==> config.mk <==
export PLATFORM = sky130hd
export DESIGN_NAME = bootloader_identity_classifier
export DESIGN_NICKNAME = d
export VERILOG_FILES = /design/src/rtl/bic_pkg.sv /design/src/rtl/bootloader_identity_classifier.sv
export SDC_FILE = /design/constraint.sdc
export NUM_CORES = 1
export LEC_CHECK = 0
export ABC_AREA = 1
export ABC_CLOCK_PERIOD_IN_PS = 6800
export BUFFER_PORTS_ARGS = -buffer_cell sky130_fd_sc_hd__buf_4
export CAP_MARGIN = 10
export CORE_UTILIZATION = 45
export DETAILED_ROUTE_END_ITERATION = 8
export GPL_TIMING_DRIVEN = 0
export PLACE_DENSITY = 0.68
export SLEW_MARGIN = 25
export SYNTH_ARGS = -nofsm -noshare
export SYNTH_HDL_FRONTEND = slang
export SYNTH_SLANG_ARGS = --single-unit
==> constraint.sdc <==
create_clock -name clk -period 6.8 [get_ports clk]
set_clock_uncertainty 0.15 [all_clocks]
set_input_delay 2.04 -clock clk [delete_from_list [all_inputs] [get_ports clk]]
set_output_delay 2.04 -clock clk [all_outputs]
set_load 0.01 [all_outputs]
==> src/rtl/bic_pkg.sv <==
// Shared types, codes and field positions for the bootloader identity classifier.
`timescale 1ns / 1ps

package bic_pkg;

  // Verdict codes
  localparam logic [2:0] VERDICT_CLASSIC      = 3'd0;
  localparam logic [2:0] VERDICT_WRONG_MCU    = 3'd1;
  localparam logic [2:0] VERDICT_NO_READ      = 3'd2;
  localparam logic [2:0] VERDICT_NO_ERASE     = 3'd3;
  localparam logic [2:0] VERDICT_UNREAD       = 3'd4;
  localparam logic [2:0] VERDICT_UNRECOGNIZED = 3'd5;
  localparam logic [2:0] VERDICT_HW_BOOT      = 3'd6;
  localparam logic [2:0] VERDICT_VEC_BOOT     = 3'd7;

  // Configuration register indexes
  localparam logic CFG_EXPECTED_MCU_ID = 1'b0;
  localparam logic CFG_FLASH_BYTES     = 1'b1;

  // Reset values of the configuration registers
  localparam logic [10:0] EXPECTED_MCU_ID_RST = 11'd119;
  localparam logic [16:0] FLASH_BYTES_RST     = 17'd32768;

  // Default page size of the target
  localparam int PAGE_BYTES_DEF = 128;

  // Table acceptance limits
  localparam logic [7:0]  VER_MIN      = 8'o75;
  localparam logic [7:0]  VER_MAX      = 8'o147;
  localparam logic [7:0]  VER_CAP_MAX  = 8'o77;
  localparam logic [15:0] JUMP_RET     = 16'h9508;
  localparam logic [3:0]  JUMP_RJMP_HI = 4'hC;
  localparam logic [16:0] BOOT_MIN     = 17'd64;
  localparam logic [16:0] BOOT_MAX     = 17'd2048;
  localparam logic [7:0]  CAP_VEC_MASK = 8'h0C;

  // Sync reply values
  localparam logic [7:0]  SYNC_CLASSIC_A = 8'h14;
  localparam logic [7:0]  SYNC_CLASSIC_B = 8'h10;
  localparam logic [7:0]  SYNC_ALIAS_A   = 8'd255;
  localparam logic [7:0]  SYNC_ALIAS_B   = 8'd254;
  localparam logic [10:0] MCU_MOD        = 11'd2040;

  // Result item layout in out_tdata, lowest bit first
  localparam int OUT_VERDICT_LO = 0;
  localparam int OUT_MCU_LO     = 3;
  localparam int OUT_FEAT_LO    = 14;
  localparam int OUT_VMAJ_LO    = 19;
  localparam int OUT_VMIN_LO    = 24;
  localparam int OUT_BOOT_LO    = 27;
  localparam int OUT_APP_LO     = 41;
  localparam int OUT_VNUM_LO    = 58;
  localparam int OUT_COMPAT_LO  = 65;
  localparam int OUT_DATA_W     = 72;

  // One classified result item
  typedef struct packed {
    logic        is_compatible;
    logic [6:0]  vector_number;
    logic [16:0] app_bytes;
    logic [13:0] boot_bytes;
    logic [2:0]  version_minor;
    logic [4:0]  version_major;
    logic [4:0]  feature_bits;
    logic [10:0] mcu_id;
    logic [2:0]  verdict;
  } result_t;

endpackage

==> src/rtl/bootloader_identity_classifier.sv <==
// Top level: classifies a serial bootloader from its sync reply and information table.
`timescale 1ns / 1ps

// Takes one item per cycle while the output is not stalled and returns one verdict item per
// input item: one register stage holds the accepted item and one holds the result, with the
// whole classification in the short logic between them. The sync pair is folded into a number
// whose value mod 2040 and div 2040 are found by splitting the first byte into its high five
// and low three bits, so no divider is used. A stalled result holds the pipe; the input stage
// still fills only while it is empty. The user is to write the expected MCU id and flash size
// through the cfg_ port while no item is in flight; the block itself does not enforce this.
module bootloader_identity_classifier
  import bic_pkg::*;
#(
  parameter int PAGE_BYTES = PAGE_BYTES_DEF
) (
  input  logic        clk,
  input  logic        rst_n,
  // Input items
  input  logic        in_tvalid,
  output logic        in_tready,
  // [7:0] sync_first, [15:8] sync_second, [23:16] pages_byte, [31:24] vector_byte,
  // [47:32] jump_word, [55:48] capability_byte, [63:56] version_byte
  input  logic [63:0] in_tdata,
  // [0] table_valid
  input  logic        in_tuser,
  // Result items
  output logic        out_tvalid,
  input  logic        out_tready,
  // [2:0] verdict, [13:3] mcu_id, [18:14] feature_bits, [23:19] version_major,
  // [26:24] version_minor, [40:27] boot_bytes, [57:41] app_bytes, [64:58] vector_number,
  // [65] is_compatible, [71:66] zero
  output logic [OUT_DATA_W-1:0] out_tdata,
  // Configuration writes
  input  logic        cfg_valid,
  output logic        cfg_ready,
  input  logic        cfg_index,
  input  logic [16:0] cfg_data
);

  localparam int PagesMax = 127;
  localparam int BootW    = $clog2(PagesMax * PAGE_BYTES + 1);

  // Configuration registers
  logic [10:0] expected_mcu_id_r;
  logic [16:0] flash_bytes_r;

  assign cfg_ready = 1'b1;

  always_ff @(posedge clk) begin
    if (!rst_n) begin
      expected_mcu_id_r <= EXPECTED_MCU_ID_RST;
      flash_bytes_r     <= FLASH_BYTES_RST;
    end else if (cfg_valid && cfg_ready) begin
      case (cfg_index)
        CFG_EXPECTED_MCU_ID: expected_mcu_id_r <= cfg_data[10:0];
        CFG_FLASH_BYTES:     flash_bytes_r     <= cfg_data;
        default:             ;
      endcase
    end
  end

  // Pipeline control
  logic s1_valid_r;
  logic out_valid_r;
  logic s1_advance;
  logic in_accept;

  assign s1_advance = s1_valid_r && (!out_valid_r || out_tready);
  assign in_tready  = !s1_valid_r || s1_advance;
  assign in_accept  = in_tvalid && in_tready;
  assign out_tvalid = out_valid_r;

  always_ff @(posedge clk) begin
    if (!rst_n) begin
      s1_valid_r  <= 1'b0;
      out_valid_r <= 1'b0;
    end else begin
      if (in_tready) s1_valid_r <= in_tvalid;
      if (s1_advance) out_valid_r <= 1'b1;
      else if (out_tready) out_valid_r <= 1'b0;
    end
  end

  // Input stage
  logic [63:0] s1_data_r;
  logic        s1_table_valid_r;

  always_ff @(posedge clk) begin
    if (in_accept) begin
      s1_data_r        <= in_tdata;
      s1_table_valid_r <= in_tuser;
    end
  end

  // Unpacked fields of the held item
  logic [7:0]  first, second, ver, cap;
  logic [6:0]  pages, vec;
  logic [15:0] jump;

  assign first  = s1_data_r[7:0];
  assign second = s1_data_r[15:8];
  assign pages  = s1_data_r[22:16];
  assign vec    = s1_data_r[30:24];
  assign jump   = s1_data_r[47:32];
  assign cap    = s1_data_r[55:48];
  assign ver    = s1_data_r[63:56];

  // Sync pair folding: num = a*255 + b, a = 8q + r, so num = 2040q + (255r + b)
  logic        is_classic;
  logic [7:0]  a_fold, b_fold;
  logic [10:0] low_part;
  logic        wrap;
  logic [10:0] mcu;
  logic [5:0]  feat;

  assign is_classic = (first == SYNC_CLASSIC_A) && (second == SYNC_CLASSIC_B);

  always_comb begin
    a_fold = first;
    b_fold = second;
    if (first == SYNC_ALIAS_A && second == SYNC_ALIAS_B) begin
      a_fold = SYNC_CLASSIC_A;
      b_fold = SYNC_CLASSIC_B;
    end else if (second > first) begin
      b_fold = second - 8'd1;
    end
  end

  // 255r = 256r - r; low part reaches 2040 only for r = 7, b = 255
  assign low_part = {a_fold[2:0], 8'd0} - {8'd0, a_fold[2:0]} + {3'd0, b_fold};
  assign wrap     = (low_part >= MCU_MOD);
  assign mcu      = wrap ? (low_part - MCU_MOD) : low_part;
  assign feat     = {1'b0, a_fold[7:3]} + {5'd0, wrap};

  // Table checks
  logic [BootW-1:0] boot_full;
  logic [16:0]      boot_ext;
  logic             form_ok;
  logic             size_ok;
  logic             vboot;
  logic [16:0]      app;

  assign boot_full = BootW'(pages) * BootW'(PAGE_BYTES);
  assign boot_ext  = 17'(boot_full);
  assign form_ok   = (ver >= VER_MIN) && (ver <= VER_MAX) &&
                     ((jump == JUMP_RET) || (jump[15:12] == JUMP_RJMP_HI));
  assign size_ok   = (boot_ext >= BOOT_MIN) && (boot_ext <= BOOT_MAX);
  assign vboot     = (vec != 7'd0) || ((ver <= VER_CAP_MAX) && ((cap & CAP_VEC_MASK) != 8'd0));
  assign app       = (flash_bytes_r >= boot_ext) ? (flash_bytes_r - boot_ext) : 17'd0;

  // Verdict and result fields
  result_t res;

  always_comb begin
    res = '0;
    if (!is_classic) begin
      res.mcu_id       = mcu;
      res.feature_bits = feat[4:0];
      if (mcu != expected_mcu_id_r) begin
        res.verdict = VERDICT_WRONG_MCU;
      end else if (!feat[2]) begin
        res.verdict = VERDICT_NO_READ;
      end else if (feat[3]) begin
        res.verdict = VERDICT_NO_ERASE;
      end else if (!s1_table_valid_r) begin
        res.verdict = VERDICT_UNREAD;
      end else begin
        res.version_major = ver[7:3];
        res.version_minor = ver[2:0];
        res.boot_bytes    = boot_ext[13:0];
        if (!form_ok || !size_ok) begin
          res.verdict = VERDICT_UNRECOGNIZED;
        end else begin
          res.verdict       = vboot ? VERDICT_VEC_BOOT : VERDICT_HW_BOOT;
          res.is_compatible = 1'b1;
          res.app_bytes     = app;
          res.vector_number = vboot ? vec : 7'd0;
        end
      end
    end
  end

  // Result register
  result_t out_res_r;

  always_ff @(posedge clk) begin
    if (s1_advance) out_res_r <= res;
  end

  assign out_tdata = {{(OUT_DATA_W - $bits(result_t)){1'b0}}, out_res_r};

endmodule

Word-level counts from Yosys, hierarchy flattened
Cells that the tools add are included.
- input port bits: 88
- register bits: 161
- output and inout bits: 75
- logic and storage cells: 86
- bitwise gates (word level): 5
- magnitude comparators: 8
- equality and inequality tests: 7
- add/sub/neg operators: 6
- reduce and logical (&&, ||, !) cells: 27
- mux-type cells: 15
- operators by type and width (kind ; count):
    $mux 25 ; 1
    $mux 8 ; 3
    $ge 17x14->1 ; 1
    $mux 17 ; 1
    $sub 17x14->17 ; 1
    $eq 16x16->1 const B ; 1
    $eq 8x5->1 const B ; 2
    $eq 8x8->1 const B ; 2
    $ge 14x7->1 const B ; 1
    $le 14x12->1 const B ; 1
    $reduce_or 7->1 ; 2
    $add 11x8->11 ; 1
    $ge 11x11->1 const B ; 1
    $mux 11 ; 1
    $ne 11x11->1 ; 1
    $sub 11x11->11 const B ; 1
    $sub 11x3->11 ; 1
    $ge 8x6->1 const B ; 1
    $gt 8x8->1 ; 1
    $le 8x6->1 const B ; 1
    $le 8x7->1 const B ; 1
    $logic_and 1x1->1 ; 8
    $mux 2 ; 4
    $reduce_bool 8->1 ; 1
    other kinds (14) ; 29

Logic depth before layout (Yosys ltp)
- word-level depth: 10
- gate-level depth with buffers: 38
- gate-level depth less buffers: 37

Worst setup path before layout
No wires, ideal clock.
- kind: input-to-reg
- start: input port out_tready
- end: register out_res_r (netlist bit out_tdata[0]), enable pin
- data required time: 6155 ps
- setup time: 495 ps
- buffers on the path: 0
- arrival time: 4954 ps
- slack: 1201 ps
- cell stages on the path: 2
- cell sequence: inv_1 a21oi_1
- word-level cells in the longest chain between the ends: 2
- RTL lines (what ; RTL line ; source):
    from (decl) ; bootloader_identity_classifier.sv:28 ; input logic out_tready,
    $logic_or 1x1->1 ; bootloader_identity_classifier.sv:68 ; assign s1_advance = s1_valid_r && (!out_valid_r || out_tready);
    $logic_and 1x1->1 ; bootloader_identity_classifier.sv:68 ;
    net s1_advance ; bootloader_identity_classifier.sv:65 ; logic s1_advance;
    to (signal assigned) ; bootloader_identity_classifier.sv:187 ; if (s1_advance) out_res_r <= res;
    to (decl) ; bootloader_identity_classifier.sv:184 ; result_t out_res_r;
The timed path passes the listed nets, and every way through them passes these cells.
A chain may end at the register's enable or synchronous reset.

Final worst setup path
- start: register s1_data_r[2]
- end: register out_res_r (netlist bit out_tdata[58]) (data pin)
- word-level cells in the longest chain between the ends: 9
- elaborated cells between the ends (all ways): 17
- those cells by class: 4 x add/sub; 2 x order compare; 3 x eq/ne; 4 x mux; 1 x bitwise; 3 x reduce/logical
- RTL lines (what ; RTL line ; source):
    from (decl) ; bootloader_identity_classifier.sv:85 ; logic [63:0] s1_data_r;
    from (signal assigned) ; bootloader_identity_classifier.sv:90 ; s1_data_r <= in_tdata;
    $eq 8x8->1 ; bootloader_identity_classifier.sv:121 ; if (first == SYNC_ALIAS_A && second == SYNC_ALIAS_B) begin
    $logic_and 1x1->1 ; bootloader_identity_classifier.sv:121 ;
    $mux 8 ; bootloader_identity_classifier.sv:121 ;
    $sub 11x3->11 ; bootloader_identity_classifier.sv:130 ; assign low_part = {a_fold[2:0], 8'd0} - {8'd0, a_fold[2:0]} + {3'd0, b_fold};
    $add 11x8->11 ; bootloader_identity_classifier.sv:130 ;
    $ge 11x11->1 / $sub 11x11->11 (equally long branches) ; bootloader_identity_classifier.sv:131, bootloader_identity_classifier.sv:132 ;
    $add 5x1->5 / $mux 11 (equally long branches) ; bootloader_identity_classifier.sv:133, bootloader_identity_classifier.sv:132 ;
    $not 1->1 (no line) / $ne 11x11->1 (equally long branches) ; - ;
    $reduce_or 7->1 (no line) (*) ; - ;
Mark *: on every way between the ends. The rest lies on a longest branch, timed or not.

==> results.json <==
{
  "outcome": "finished, final reports clean",
  "io_pins": 163,
  "r2r-start": "s1_data_r[2]",
  "initial_utilization_pct": 46.51,
  "crit_path_start": "s1_data_r[2]",
  "nets": 1010,
  "fin_crit_sh_pct": 81.81,
  "grt_start_max_net_pins": 58,
  "criticalPathCategory": "register to register",
  "setup_violations": 0,
  "coreArea_um2": 15370,
  "io_buffers": 139,
  "die_h_um": 128.0,
  "synthCells": 723,
  "cell_internal_pwr_mw": 1.693,
  "critical_path_required_ns": 6.91,
  "rsz0062_at_grt": "no",
  "synth_seq_cells": 146,
  "power_frac_seq_pct": 45.4,
  "num_rows": 45,
  "drt_iter0_markers": 325,
  "holdPathStages": 2,
  "ys.warnings.count": 0,
  "antenna_found_initial": 0,
  "ant_nets": 0,
  "p_per_area_nw_per_um2": 249.6,
  "grt_pass1_wl_um": 24030,
  "maxSlewHeadroom_pct": 53.63,
  "multiInputGateArea_um2": 2556,
  "slew_viol_final": 0,
  "synth_mux_area_share_pct": 0,
  "drcViolationCount": 0,
  "wl_per_cell_um": 13.59,
  "cts_buffer_depth": 2,
  "drive_gt1_share_pct": 26.07,
  "ff_latch_area_um2": 4084,
  "htreeDepth": 4,
  "yosys.area.top_type": "edfxtp_1",
  "cts_buffers": 17,
  "cap_violations": 0,
  "synth_area_um2": 7149,
  "synth_top_family_by_area": "simple AND/OR/NAND/NOR gates",
  "synth-seq-area-share_pct": 57.12,
  "cts_tree": "done",
  "cts_setup_buffers": 0,
  "synth.most_common_cell": "nand2_1",
  "min-delay-start": "expected_mcu_id_r[9]",
  "tightest_slew_ns": 0.6955,
  "hold_buffers": 0,
  "hold_violations": 0,
  "avgSynthCellArea_um2": 9.888,
  "wl_um": 15220,
  "regToRegSetupSlack_ns": 1.24,
  "num_vias": 5364,
  "power.leakage_nw": 4.158,
  "netlist.area_leader.share_pct": 48.72,
  "utilization_pct": 59.63,
  "nFillCells": 1331,
  "yosys-top-cells-area": "edfxtp_1, dfxtp_1, nand2_1",
  "synth_fa_ha_area_share_pct": 4.760,
  "critPathMaxStageDelay_ns": 0.46,
  "clk_pin_slew_ns": 0.06,
  "fmax_ghz": 0.1797,
  "start_kind": "register",
  "ir_drop_mv": 0.1753,
  "routed_via_density": 4.789,
  "p_sw_uw": 594.6,
  "synth_xor_area_share_pct": 2.083,
  "die_width_um": 128.0,
  "grt_overflow": 0,
  "gp_congestion": 0.8786,
  "p_clk_share_pct": 40.1,
  "p_comb_share_pct": 14.4,
  "synth_edf_count": 116,
  "dp_hpwl_um": 11600,
  "hp-class": "register to register",
  "endpoint_kind": "register",
  "area_growth_pct": 28.21,
  "critPathSlowestCell": "edfxtp_1",
  "postCtsResizedCells": 0,
  "swShare_pct": 25.99,
  "gr-usage-all-layers_pct": 19.39,
  "clock_latency_ns": 0.42,
  "yosys_most_used_dff": "edfxtp_1",
  "worstPathArrival_ns": 5.68,
  "async_reset_ff_share_pct": 0,
  "drt_first_pass_iters": 5,
  "setup_tns_ns": 0,
  "dieArea_um2": 16400,
  "synth_compound_area_share_pct": 5.635,
  "whs_endpoint": "expected_mcu_id_r[9]",
  "worstRegToRegCells": 33,
  "cts_sinks": 146,
  "netlist_top_cells_count": "nand2_1, edfxtp_1, inv_1",
  "crit_top_cell": "inv_1",
  "root_buffer": "clkbuf_16",
  "first_global_vias": 4919,
  "diodes": 0,
  "yosys.area_share.simple_pct": 22.38,
  "synth_cell_type_count": 46,
  "worstPathMaxFanout": 7,
  "min_period_ns": 5.563,
  "reg2reg_to": "out_tdata[58]"
}
-- layout by cell type (no fill, tap or decap), types with 3 or more instances in the layout --
cell and instances:
o21ai_0 30, nand2_4 5, ha_1 24, xnor2_1 5, nor2_2 17, nand2_2 5, o211ai_1 5, edfxtp_1 116
nand4_1 18, nor4_1 8, dfxtp_1 30, clkinv_2 5, xor2_1 12, inv_1 102, nand3_2 5, conb_1 14
buf_4 153, a21oi_1 28, clkbuf_16 17, nand3b_1 4, nand3_1 37, nand2_1 119, nor2_1 91, nor3_1 4
nor2_4 3, clkbuf_1 8, inv_6 4
-- worst max path at each step --
stage / endpoint / slack, ns / depth (start not counted)
after global routing: out_tdata[20] / 0.69 / 34
final: out_tdata[58] / 1.24 / 33
after global placement: out_tdata[11] / -0.23 / 3
after CTS: out_tdata[58] / 1.27 / 33
after floorplan: out_tdata[0] / 1.20 / 2
after detailed placement: out_tdata[58] / 1.29 / 33
-- logic make-up (layout without fill, tap and decap cells) --
kind of cell	Yosys count	in the layout
flip-flops	146	146
AO/OA/AOI/OAI	74	74
XOR/XNOR	17	17
AND/OR/NAND/NOR	326	326
buffers and inverters	132	306
adder cells (fa/ha/maj)	26	26
other	2	14
-- area by class of cell --
cell class	count	share of cell area [%]
Buffer	26	1.815
Clock buffer	17	4.641
Clock inverter	15	1.693
Inverter	106	4.382
Multi-Input combinational cell	457	27.89
Sequential cell	146	44.55
Tap cell	211	2.880
Timing Repair Buffer	142	12.15
-- layer usage --
layer	wire (um)	global-route usage [%]	up-vias
li1	-	-	2744
met1	7187	26.02	2448
met2	6978	30.18	158
met3	852	5.008	14
met4	201	7.405	0
met5	0	0	-
-- sequential cells by signal, indices dropped and copies added, names as in the netlist --
name,flops
expected_mcu_id_r,11
s1_table_valid_r,1
s1_data_r,56
out_tdata,59
out_tvalid,1
s1_valid_r,1
flash_bytes_r,17
-- stage by stage --
step / instance area (um^2) / std cells / total power, mW / setup WS [ns] / hold slack, ns
detailed placement: 8586 / 1088 / 1.388 / 1.288 / 0.3183
floorplan: 7194 / 735 / 1.269 / 1.201 / 0.2854
global route: 9166 / 1120 / 2.391 / 0.6919 / 0.3473
CTS: 9166 / 1120 / 2.308 / 1.266 / 0.3279
finish: 9166 / 1120 / 2.288 / 1.237 / 0.3280
global placement: 8502 / 1085 / 1.379 / -0.2301 / 0.3082
-- power by group through the flow --
stage	Sequential (mW)	Clock, mW	Combinational (mW)
3_3_place_gp	1.06	0	0.318
5_1_grt	1.04	0.976	0.371
4_1_cts	1.04	0.936	0.332
3_5_place_dp	1.06	0	0.330
2_1_floorplan	1.06	0	0.208
6_report	1.04	0.918	0.330
-- worst max-delay path, delay by kind of cell, from the launching register on --
family	cells	cell delay (ns)
buffers and inverters	8	0.69
adders and majority gates	5	1.30
AOI/OAI and AO/OA	1	0.10
xor gates and xnor gates	1	0.18
and+or+nand+nor	18	2.49
DFF	1	0.46
Power figures use the tool's default switching activity.
